--- config.mk ---
export PLATFORM = sky130hd
export DESIGN_NAME = date_time_field_stepper
export DESIGN_NICKNAME = d
export VERILOG_FILES = /design/src/rtl/core/dtfs_pkg.sv /design/src/rtl/core/date_time_field_stepper.sv /design/src/rtl/core/dtfs_step.sv
export VERILOG_INCLUDE_DIRS = /design/src /design/src/rtl/core
export SDC_FILE = /design/constraint.sdc
export NUM_CORES = 1
export LEC_CHECK = 0
export CAP_MARGIN = 20
export CORE_MARGIN = 2
export CORE_UTILIZATION = 51
export DETAILED_ROUTE_END_ITERATION = 10
export DONT_BUFFER_PORTS = 1
export PLACE_DENSITY = 0.68
export SLEW_MARGIN = 20
export SYNTH_ARGS = -nofsm -noshare
export SYNTH_HDL_FRONTEND = slang
export SYNTH_SLANG_ARGS = --single-unit
--- constraint.sdc ---
create_clock -name i_clk -period 11.27 [get_ports i_clk]
set_input_delay 1.127 -clock i_clk [delete_from_list [all_inputs] [get_ports i_clk]]
set_output_delay 1.127 -clock i_clk [all_outputs]
set_load 0.05 [all_outputs]
--- src/rtl/core/assert_macros.svh ---
// Assertion helpers shared by the RTL.
`ifndef ASSERT_MACROS_SVH
`define ASSERT_MACROS_SVH

// Check a property on every clock edge outside reset.
`define ASSERT_RST(label, clk, rst_n, prop, msg) \
    label: assert property (@(posedge clk) disable iff (!rst_n) prop) else $error(msg);

// Check a property on every clock edge, reset included.
`define ASSERT_ALWAYS(label, clk, prop, msg) \
    label: assert property (@(posedge clk) prop) else $error(msg);

`endif

--- src/rtl/core/dtfs_pkg.sv ---
package dtfs_pkg;

    localparam int YEAR_W   = 12;
    localparam int MONTH_W  = 4;
    localparam int DAY_W    = 5;
    localparam int HOUR_W   = 5;
    localparam int MINSEC_W = 6;
    localparam int ACT_W    = 4;
    localparam int CFG_IDX_W = 1;

    localparam logic [YEAR_W-1:0]   MIN_YEAR_RST = 12'd1970;
    localparam logic [YEAR_W-1:0]   MAX_YEAR_RST = 12'd2100;
    localparam logic [MONTH_W-1:0]  MONTH_TOP    = 4'd12;
    localparam logic [HOUR_W-1:0]   HOUR_TOP     = 5'd23;
    localparam logic [MINSEC_W-1:0] MINSEC_TOP   = 6'd59;

    // ceil(2^16 / 25): low 16 bits of y * 2622 stay below 2622 exactly
    // when y is a multiple of 25, for any 12-bit y
    localparam logic [YEAR_W-1:0] DIV25_MUL = 12'd2622;

    typedef enum logic [ACT_W-1:0] {
        ACT_LOAD     = 4'd0,
        ACT_DAY_UP   = 4'd1,
        ACT_DAY_DN   = 4'd2,
        ACT_MONTH_UP = 4'd3,
        ACT_MONTH_DN = 4'd4,
        ACT_YEAR_UP  = 4'd5,
        ACT_YEAR_DN  = 4'd6,
        ACT_HOUR_UP  = 4'd7,
        ACT_HOUR_DN  = 4'd8,
        ACT_MIN_UP   = 4'd9,
        ACT_MIN_DN   = 4'd10,
        ACT_SEC_UP   = 4'd11,
        ACT_SEC_DN   = 4'd12,
        ACT_APPLY    = 4'd13
    } t_action;

    typedef enum logic [CFG_IDX_W-1:0] {
        REG_MIN_YEAR = 1'd0,
        REG_MAX_YEAR = 1'd1
    } t_cfg_reg;

    typedef struct packed {
        logic [ACT_W-1:0]    action;
        logic [YEAR_W-1:0]   load_year;
        logic [MONTH_W-1:0]  load_month;
        logic [DAY_W-1:0]    load_day;
        logic [HOUR_W-1:0]   load_hour;
        logic [MINSEC_W-1:0] load_minute;
        logic [MINSEC_W-1:0] load_second;
    } t_req;

    typedef struct packed {
        logic [YEAR_W-1:0]   cur_year;
        logic [MONTH_W-1:0]  cur_month;
        logic [DAY_W-1:0]    cur_day;
        logic [HOUR_W-1:0]   cur_hour;
        logic [MINSEC_W-1:0] cur_minute;
        logic [MINSEC_W-1:0] cur_second;
        logic                applied;
    } t_rsp;

    typedef struct packed {
        logic [YEAR_W-1:0]   year;
        logic [MONTH_W-1:0]  month;
        logic [DAY_W-1:0]    day;
        logic [HOUR_W-1:0]   hour;
        logic [MINSEC_W-1:0] minute;
        logic [MINSEC_W-1:0] second;
    } t_dt;

    function automatic logic is_leap(input logic [YEAR_W-1:0] y);
        logic [2*YEAR_W-1:0] prod;
        logic                div25;
        prod  = {{YEAR_W{1'b0}}, y} * {{YEAR_W{1'b0}}, DIV25_MUL};
        div25 = prod[15:0] < {4'd0, DIV25_MUL};
        return (y[1:0] == 2'd0) && (!div25 || (y[3:0] == 4'd0));
    endfunction

    function automatic logic [DAY_W-1:0] month_len(input logic [MONTH_W-1:0] m,
                                                   input logic leap);
        logic [DAY_W-1:0] len;
        case (m)
            4'd2:                      len = leap ? 5'd29 : 5'd28;
            4'd4, 4'd6, 4'd9, 4'd11:   len = 5'd30;
            default:                   len = 5'd31;
        endcase
        return len;
    endfunction

endpackage

--- src/rtl/core/date_time_field_stepper.sv ---
// Date and time setter: holds year, month, day, hour, minute and second.
// Request channel (i_in_valid / o_in_stall / i_in_data) carries one action:
// load all fields, step one field up or down with wrap, or apply.
// Result channel (o_out_valid / i_out_stall / o_out_data) returns every
// field after the action, with applied set only for apply.
// The result is registered: it is valid in the cycle after its request is accepted.
// Throughput: one request per cycle; the result register is the only
// stage, so a request is taken whenever the result is empty or leaving.
// Month length (with the Gregorian leap rule) and the day clamp are
// computed in the same cycle as the field step.
// When the receiver stalls, the result holds and o_in_stall rises until
// the result is taken.
// Year bounds are written through i_cfg_we / i_cfg_idx / i_cfg_data (index 0 min
// year, 1 max year); the user must write them only while the block is idle, which the block does not enforce.
// Reset (synchronous, active low) sets 1970-01-01 00:00:00, bounds
// 1970..2100, and empties the result register.
module date_time_field_stepper (
    input  logic                             i_clk,
    input  logic                             i_rst_n,
    input  logic                             i_in_valid,
    output logic                             o_in_stall,
    input  dtfs_pkg::t_req                   i_in_data,
    output logic                             o_out_valid,
    input  logic                             i_out_stall,
    output dtfs_pkg::t_rsp                   o_out_data,
    input  logic                             i_cfg_we,
    input  logic [dtfs_pkg::CFG_IDX_W-1:0]   i_cfg_idx,
    input  logic [dtfs_pkg::YEAR_W-1:0]      i_cfg_data
);
    import dtfs_pkg::*;

    `include "assert_macros.svh"

    t_dt               r_dt;
    t_dt               n_dt;
    logic              r_applied;
    logic              n_applied;
    logic              r_out_valid;
    logic [YEAR_W-1:0] r_min_year;
    logic [YEAR_W-1:0] r_max_year;
    logic              in_acc;

    assign o_in_stall = r_out_valid && i_out_stall;
    assign in_acc     = i_in_valid && !o_in_stall;

    dtfs_step u_step (
        .i_cur      (r_dt),
        .i_req      (i_in_data),
        .i_min_year (r_min_year),
        .i_max_year (r_max_year),
        .o_nxt      (n_dt),
        .o_applied  (n_applied)
    );

    always_ff @(posedge i_clk) begin
        if (!i_rst_n) begin
            r_dt.year   <= MIN_YEAR_RST;
            r_dt.month  <= 4'd1;
            r_dt.day    <= 5'd1;
            r_dt.hour   <= 5'd0;
            r_dt.minute <= 6'd0;
            r_dt.second <= 6'd0;
            r_applied   <= 1'b0;
            r_out_valid <= 1'b0;
        end else begin
            if (in_acc) begin
                r_dt      <= n_dt;
                r_applied <= n_applied;
            end
            if (in_acc) begin
                r_out_valid <= 1'b1;
            end else if (!i_out_stall) begin
                r_out_valid <= 1'b0;
            end
        end
    end

    always_ff @(posedge i_clk) begin
        if (!i_rst_n) begin
            r_min_year <= MIN_YEAR_RST;
            r_max_year <= MAX_YEAR_RST;
        end else if (i_cfg_we) begin
            case (i_cfg_idx)
                REG_MIN_YEAR: r_min_year <= i_cfg_data;
                REG_MAX_YEAR: r_max_year <= i_cfg_data;
                default: begin
                end
            endcase
        end
    end

    assign o_out_valid       = r_out_valid;
    assign o_out_data.cur_year   = r_dt.year;
    assign o_out_data.cur_month  = r_dt.month;
    assign o_out_data.cur_day    = r_dt.day;
    assign o_out_data.cur_hour   = r_dt.hour;
    assign o_out_data.cur_minute = r_dt.minute;
    assign o_out_data.cur_second = r_dt.second;
    assign o_out_data.applied    = r_applied;

    `ASSERT_RST(a_apply_flag, i_clk, i_rst_n, in_acc && (i_in_data.action == ACT_APPLY) |=> o_out_valid && o_out_data.applied, "apply request did not raise applied")

    `ASSERT_RST(a_day_step, i_clk, i_rst_n, in_acc && (i_in_data.action == ACT_DAY_UP) && (r_dt.day < 5'd28) && (r_dt.day != 5'd0) |=> r_dt.day == $past(r_dt.day) + 5'd1, "day step up lost its increment")

    `ASSERT_RST(a_out_drain, i_clk, i_rst_n, o_out_valid && !i_out_stall && !i_in_valid |=> !o_out_valid, "result left valid after it was taken")

    `ASSERT_ALWAYS(a_rst_empty, i_clk, !i_rst_n |=> !o_out_valid, "result valid right after reset")

endmodule

--- src/rtl/core/dtfs_step.sv ---
module dtfs_step (
    input  dtfs_pkg::t_dt                      i_cur,
    input  dtfs_pkg::t_req                     i_req,
    input  logic [dtfs_pkg::YEAR_W-1:0]        i_min_year,
    input  logic [dtfs_pkg::YEAR_W-1:0]        i_max_year,
    output dtfs_pkg::t_dt                      o_nxt,
    output logic                               o_applied
);
    import dtfs_pkg::*;

    logic [YEAR_W-1:0]  nxt_year;
    logic [MONTH_W-1:0] nxt_month;
    logic               clamp;
    logic [DAY_W-1:0]   len;

    // year and month first; the month length follows from them
    always_comb begin
        nxt_year  = i_cur.year;
        nxt_month = i_cur.month;
        clamp     = 1'b0;
        case (i_req.action)
            ACT_LOAD: begin
                nxt_year  = i_req.load_year;
                nxt_month = i_req.load_month;
            end
            ACT_MONTH_UP: begin
                nxt_month = (i_cur.month >= MONTH_TOP) ? 4'd1 : i_cur.month + 4'd1;
                clamp     = 1'b1;
            end
            ACT_MONTH_DN: begin
                nxt_month = (i_cur.month <= 4'd1 || i_cur.month > MONTH_TOP)
                            ? MONTH_TOP : i_cur.month - 4'd1;
                clamp     = 1'b1;
            end
            ACT_YEAR_UP: begin
                nxt_year = (i_cur.year >= i_max_year || i_cur.year < i_min_year)
                           ? i_min_year : i_cur.year + 12'd1;
                clamp    = 1'b1;
            end
            ACT_YEAR_DN: begin
                nxt_year = (i_cur.year <= i_min_year || i_cur.year > i_max_year)
                           ? i_max_year : i_cur.year - 12'd1;
                clamp    = 1'b1;
            end
            default: begin
            end
        endcase
    end

    assign len = month_len(nxt_month, is_leap(nxt_year));

    always_comb begin
        o_nxt       = i_cur;
        o_nxt.year  = nxt_year;
        o_nxt.month = nxt_month;
        o_applied   = 1'b0;
        case (i_req.action)
            ACT_LOAD: begin
                o_nxt.day    = i_req.load_day;
                o_nxt.hour   = i_req.load_hour;
                o_nxt.minute = i_req.load_minute;
                o_nxt.second = i_req.load_second;
            end
            ACT_DAY_UP: begin
                o_nxt.day = (i_cur.day >= len) ? 5'd1 : i_cur.day + 5'd1;
            end
            ACT_DAY_DN: begin
                o_nxt.day = (i_cur.day <= 5'd1) ? len : i_cur.day - 5'd1;
            end
            ACT_HOUR_UP: begin
                o_nxt.hour = (i_cur.hour >= HOUR_TOP) ? 5'd0 : i_cur.hour + 5'd1;
            end
            ACT_HOUR_DN: begin
                o_nxt.hour = (i_cur.hour == 5'd0 || i_cur.hour > HOUR_TOP)
                             ? HOUR_TOP : i_cur.hour - 5'd1;
            end
            ACT_MIN_UP: begin
                o_nxt.minute = (i_cur.minute >= MINSEC_TOP) ? 6'd0 : i_cur.minute + 6'd1;
            end
            ACT_MIN_DN: begin
                o_nxt.minute = (i_cur.minute == 6'd0 || i_cur.minute > MINSEC_TOP)
                               ? MINSEC_TOP : i_cur.minute - 6'd1;
            end
            ACT_SEC_UP: begin
                o_nxt.second = (i_cur.second >= MINSEC_TOP) ? 6'd0 : i_cur.second + 6'd1;
            end
            ACT_SEC_DN: begin
                o_nxt.second = (i_cur.second == 6'd0 || i_cur.second > MINSEC_TOP)
                               ? MINSEC_TOP : i_cur.second - 6'd1;
            end
            ACT_APPLY: begin
                o_applied = 1'b1;
            end
            default: begin
            end
        endcase
        // clamp day to the new month length
        if (clamp && (i_cur.day > len)) begin
            o_nxt.day = len;
        end
    end

endmodule

==> metrics.csv, run 1 <==
metric,value,unit
insertion_delay,0.35,ns
skew,0.00960,ns
grt_max_degree,66,
crit_required,11.47,ns
maxCapViolCount,0,
fin_crit,9.81,ns
cts_buffers,9,
h-tree-depth,3,
core,14500,um^2
ant_nets,0,
irDropWorstVdd,266,uV
dp.cells,1152,
synthArstFlopShare,0,
grt_pass1_vias,6528,
cts_root_buf,clkbuf_16,
die_x,126,um
postRouteWirelength,20.3,mm
layout.cells.non_filler,1168,
setup_viol,0,
synth-seq-area-share,0.169,
yosysWarningCount,0,
grt_util_all_layers,0.253,
syn_area,7600,um^2
area_delta_synth_final,5.57,%
vias,6937,
wl_per_cell,17.3,um
power.leakage,3.52,nW
status,finished clean,
die_y,126,um
tightest_slew,1.00,ns
synth_top_area_cell,dfxtp_1,
dr.first_iter.drc_count,506,
fp.dieArea,15900,um^2
row_count,44,
clock_path_buffers,2,
dr.pass1.iters,5,
grt_remaining_overflow,0,
synth_fp_nets,1187,
layout.area.seq,1280,um^2
yosysMostFrequentCell,nand2_1,
slew_headroom,0.332,
finalMaxSlewViolations,0,
detailed_place_hpwl,15.5,mm
layout-drive-gt1-share,0.0407,
p_per_area,251,nW/um^2
slowest_stage,dfxtp_1,
max_stage_delay,0.91,ns
critPathMostFrequentCell,ha_1,
cts.clk_slew.worst_paths,0.06,ns
synth_flop_cell,dfxtp_1,
portBuffers,0,
synth_top_area_frac,0.169,
cts_tree,done,
finalHoldViolations,0,
pre_cts_ws,1.51,ns
nNetsFinal,1161,
postSynthAreaPerCell,7.56,um^2
antenna_found_initial,0,
ys_seq_elements,64,
cp-end-kind,register,
crit_fanout,17,
nFillCells,1437,
crit_type,register to register,
post_cts_resized,0,
fin_tns_setup,0,ns
synth_edf_count,0,
setup_ws,1.46,ns
vias_per_cell,5.94,
ioPinCount,101,
finalCritPeriodShare,0.871,
postSynthCellCount,1005,
grt_pass1_wl,33.1,mm
fmax,102,MHz
arrival,10.01,ns
yosys-top-cells-area,"dfxtp_1 17%, ha_1 15%, fa_1 8.7%",
synth_common_cells,"125 x nand2_1, 123 x inv_1, 89 x ha_1",
multi_input_area,5670,um^2
initial_core_util,0.523,
clkSinkCount,64,
post_cts_buffers,0,
ys_types,74,
drc_errors,0,
antenna_cells,0,
rsz0062_at_grt,no,
final_util,0.552,
min_path_type,register to register,
gp_congestion,0.890,
hold_buffers,0,
critPathLaunchType,register,
state kept, by name, summed over array words and instances (netlist names):
signal and count:
o_out_data 38, o_out_valid 1, r_applied 1, r_max_year 12
r_min_year 12
report_power, final:
part | switching [mW] | leakage, nW | internal, mW
Combinational | 0.839 | 2.85 | 0.586
Sequential | 0.0505 | 0.525 | 0.239
Clock | 0.117 | 0.145 | 0.178
worst paths after layout:
path	startpoint	end	slack, ns	cells past startpoint
max	o_out_data[32]	o_out_data[18]	1.46	35
min	r_max_year[8]	r_max_year[8]	0.46	2
max reg2reg	o_out_data[32]	o_out_data[18]	1.46	35
min reg2reg	r_max_year[8]	r_max_year[8]	0.46	2
layout by cell type (no fill, tap or decap), drive strengths merged, types with 11 or more instances in the layout:
| cell type | instances |
|---|---|
| a21boi | 19 |
| nor3 | 17 |
| fa | 33 |
| a22oi | 11 |
| dfxtp | 64 |
| a21o | 14 |
| nor2b | 14 |
| nor2 | 58 |
| xnor2 | 26 |
| inv | 125 |
| nand2 | 125 |
| ha | 89 |
| o211ai | 33 |
| xor2 | 22 |
| nand3 | 25 |
| o21ai | 65 |
| a21oi | 69 |
worst max-delay path: cells and delay by family (launching register included):
kind            cells  cell delay (ns)
compound gates     17             3.71
fa+ha+maj           8             3.04
buf+inv             4             0.37
flops               1             0.91
simple gates        6             1.62
metrics by stage:
step / hold slack (ns) / power (mW) / instance area [um^2]
after CTS: 0.466 / 2.02 / 8020
after global routing: 0.497 / 2.22 / 8020
after detailed placement: 0.458 / 1.71 / 7710
final: 0.462 / 2.01 / 8020
after floorplan: 0.441 / 1.44 / 7600
after global placement: 0.454 / 1.69 / 7710
cell families (layout without fill, tap and decap cells):
| kind of cell | after synthesis | count (layout) | synth area share |
|---|---|---|---|
| DFF | 64 | 64 | 0.169 |
| buffers and inverters | 170 | 149 | 0.0852 |
| adders and majority gates | 122 | 122 | 0.234 |
| muxes | 4 | 4 | 0.00544 |
| xor gates and xnor gates | 48 | 48 | 0.0553 |
| AOI/OAI and AO/OA | 284 | 284 | 0.251 |
| and+or+nand+nor | 313 | 313 | 0.200 |
layout make-up:
class	instances	share of cell area
tap	184	0.0287
inverter	124	0.0580
timing repair buffer	9	0.00843
multi-input combinational	771	0.707
sequential	64	0.160
clock buffer	10	0.0298
clock inverter	6	0.00843
metal layers:
metal  wire length [um]  share of wire  vias up  GRT usage
li1                   -              -     3457          -
met3               1290          0.064       41     0.0540
met1               9380           0.46     3235      0.347
met4                478          0.024        0     0.0860
met2               9110           0.45      204      0.397
met5                  0              0        -          0
(Power assumes the default switching activity.)
==> inputs of run 2 (changes only) <==
CORE_UTILIZATION = 35   (was 51)
PLACE_DENSITY = 0.51   (was 0.68)
==> metrics.csv, run 2 (synthesis gave the netlist of run 1 again) <==
metric,value,unit,change
min_from,r_max_year[10],,
status,finished clean,,
reg2reg_from,o_out_data[32],,
antenna_cells,0,,unchanged
skew,0.00977,ns,+0.000166 ns
critPathMostFrequentCell,ha_1,,
fin_tns_setup,0,ns,unchanged
post_cts_buffers,0,,unchanged
area_delta_synth_final,6.74,%,
ioPinCount,101,,unchanged
crit_fanout,17,,unchanged
hold_buffers,0,,unchanged
portBuffers,0,,unchanged
critPathLaunchType,register,,
ant_nets,0,,unchanged
layout_commonest_cell,nand2_1,,
antenna_found_initial,0,,unchanged
max_stage_delay,0.92,ns,about the same
final_area,8110,um^2,+1.1%
die_x,151,um,+20%
grt_pass1_vias,6498,,-0.46%
nNetsFinal,1160,,-0.086%
tightest_slew,1.05,ns,+0.0524 ns
core,21200,um^2,+46%
row_count,53,,+20%
vias,6883,,-0.78%
crit_family,compound AO/OA/AOI/OAI gates,,
crit_type,register to register,,
fp.dieArea,22900,um^2,+44%
cp-end-kind,register,,
irDropWorstVdd,303,uV,+14%
grt_remaining_overflow,0,,unchanged
finalCritPeriodShare,0.898,,+0.0269
grt_util_all_layers,0.189,,-0.0641
crit_end,o_out_data[18],,
detailed_place_hpwl,16.9,mm,+9.0%
arrival,10.32,ns,+0.31 ns
wl_per_cell,17.2,um,-0.80%
nFillCells,2225,,+55%
crit_required,11.47,ns,about the same
maxCapViolCount,0,,unchanged
largest_reg_flops,38,,unchanged
initial_core_util,0.359,,-0.164
power.leakage,3.51,nW,-0.34%
clkSinkCount,64,,unchanged
die_y,151,um,+20%
cts.clk_slew.worst_paths,0.06,ns,about the same
cts_buffers,9,,unchanged
rsz0062_at_grt,no,,
drc_errors,0,,unchanged
grt_pass1_wl,34.0,mm,+2.8%
hold_ws,0.463,ns,+0.00109 ns
slew_headroom,0.296,,-0.0366
gp_congestion,0.848,,-4.8%
insertion_delay,0.34,ns,about the same
critPathBufInv,4,,unchanged
cp-startpoint,o_out_data[32],,
layout-drive-gt1-share,0.0387,,-0.00199
post_cts_resized,0,,unchanged
final_cell_mix,"125 x nand2_1, 123 x inv_1, 89 x ha_1",,
h-tree-depth,3,,unchanged
postRouteWirelength,21.6,mm,+6.8%
cp.depth,35,,unchanged
reg2reg_to,o_out_data[18],,
reg2reg_setup_slack,1.15,ns,-0.30 ns
min_path_type,register to register,,
vias_per_cell,5.47,,-7.9%
grt_max_degree,66,,unchanged
placedInstanceArea,7820,um^2,+1.4%
slowest_stage,dfxtp_1,,
fin_crit,10.12,ns,+0.303 ns
setup_viol,0,,unchanged
cts_root_buf,clkbuf_16,,
fmax,98.8,MHz,-3.0%
clock_path_buffers,2,,unchanged
cts_tree,done,,
p_per_area,247,nW/um^2,-1.6%
rr_worst_depth,35,,unchanged
finalMaxSlewViolations,0,,unchanged
dr.pass1.iters,7,,+2
finalHoldViolations,0,,unchanged
dr.first_iter.drc_count,236,,-53%
-- run 2: tightest hold or removal path, cell delays in order (launching register included) --
cell and delay, ns:
dfxtp_1 0.31, nand2_1 0.05, a21boi_0 0.06
-- run 2: per-stage QoR --
stage | power (mW) | util | cells | setup slack (ns)
floorplan | 1.44 | - | 1005 | 2.59
global placement | 1.73 | 0.370 | 1242 | 1.31
detailed placement | 1.71 | 0.370 | 1242 | 1.16
CTS | 2.02 | 0.383 | 1258 | 1.13
global route | 2.24 | 0.383 | 1258 | 0.584
finish | 2.00 | 0.383 | 1258 | 1.15
-- run 2: report_power, final --
part           total, mW  internal, mW  switching, mW
logic               1.43         0.590          0.837
registers          0.289         0.239         0.0496
clock network      0.285         0.170          0.114
total               2.00         0.999           1.00
-- run 2: routing by layer --
layer  vias up  share of wire  global-route usage
li1       3453              -                   -
met5         -              0                   0
met2       169           0.47               0.318
met4         0          0.012              0.0402
met1      3242           0.45               0.247
met3        19          0.066              0.0443
-- run 2: how the worst min path moves through the flow --
stage | to | slack [ns] | depth (start not counted)
2_1_floorplan | r_applied | 0.44 | 2
3_3_place_gp | r_max_year[10] | 0.45 | 2
3_5_place_dp | r_max_year[10] | 0.46 | 2
4_1_cts | r_max_year[10] | 0.47 | 2
5_1_grt | r_max_year[3] | 0.49 | 2
6_report | r_max_year[10] | 0.46 | 2
-- run 2: final cells by class --
type | count | area [um^2] | area share
tap | 275 | 344 | 0.0424
clock inverter | 6 | 60.1 | 0.00741
inverter | 124 | 465 | 0.0574
multi-input combinational | 771 | 5670 | 0.699
timing repair buffer | 8 | 60.1 | 0.00741
clock buffer | 10 | 229 | 0.0282
sequential | 64 | 1280 | 0.158
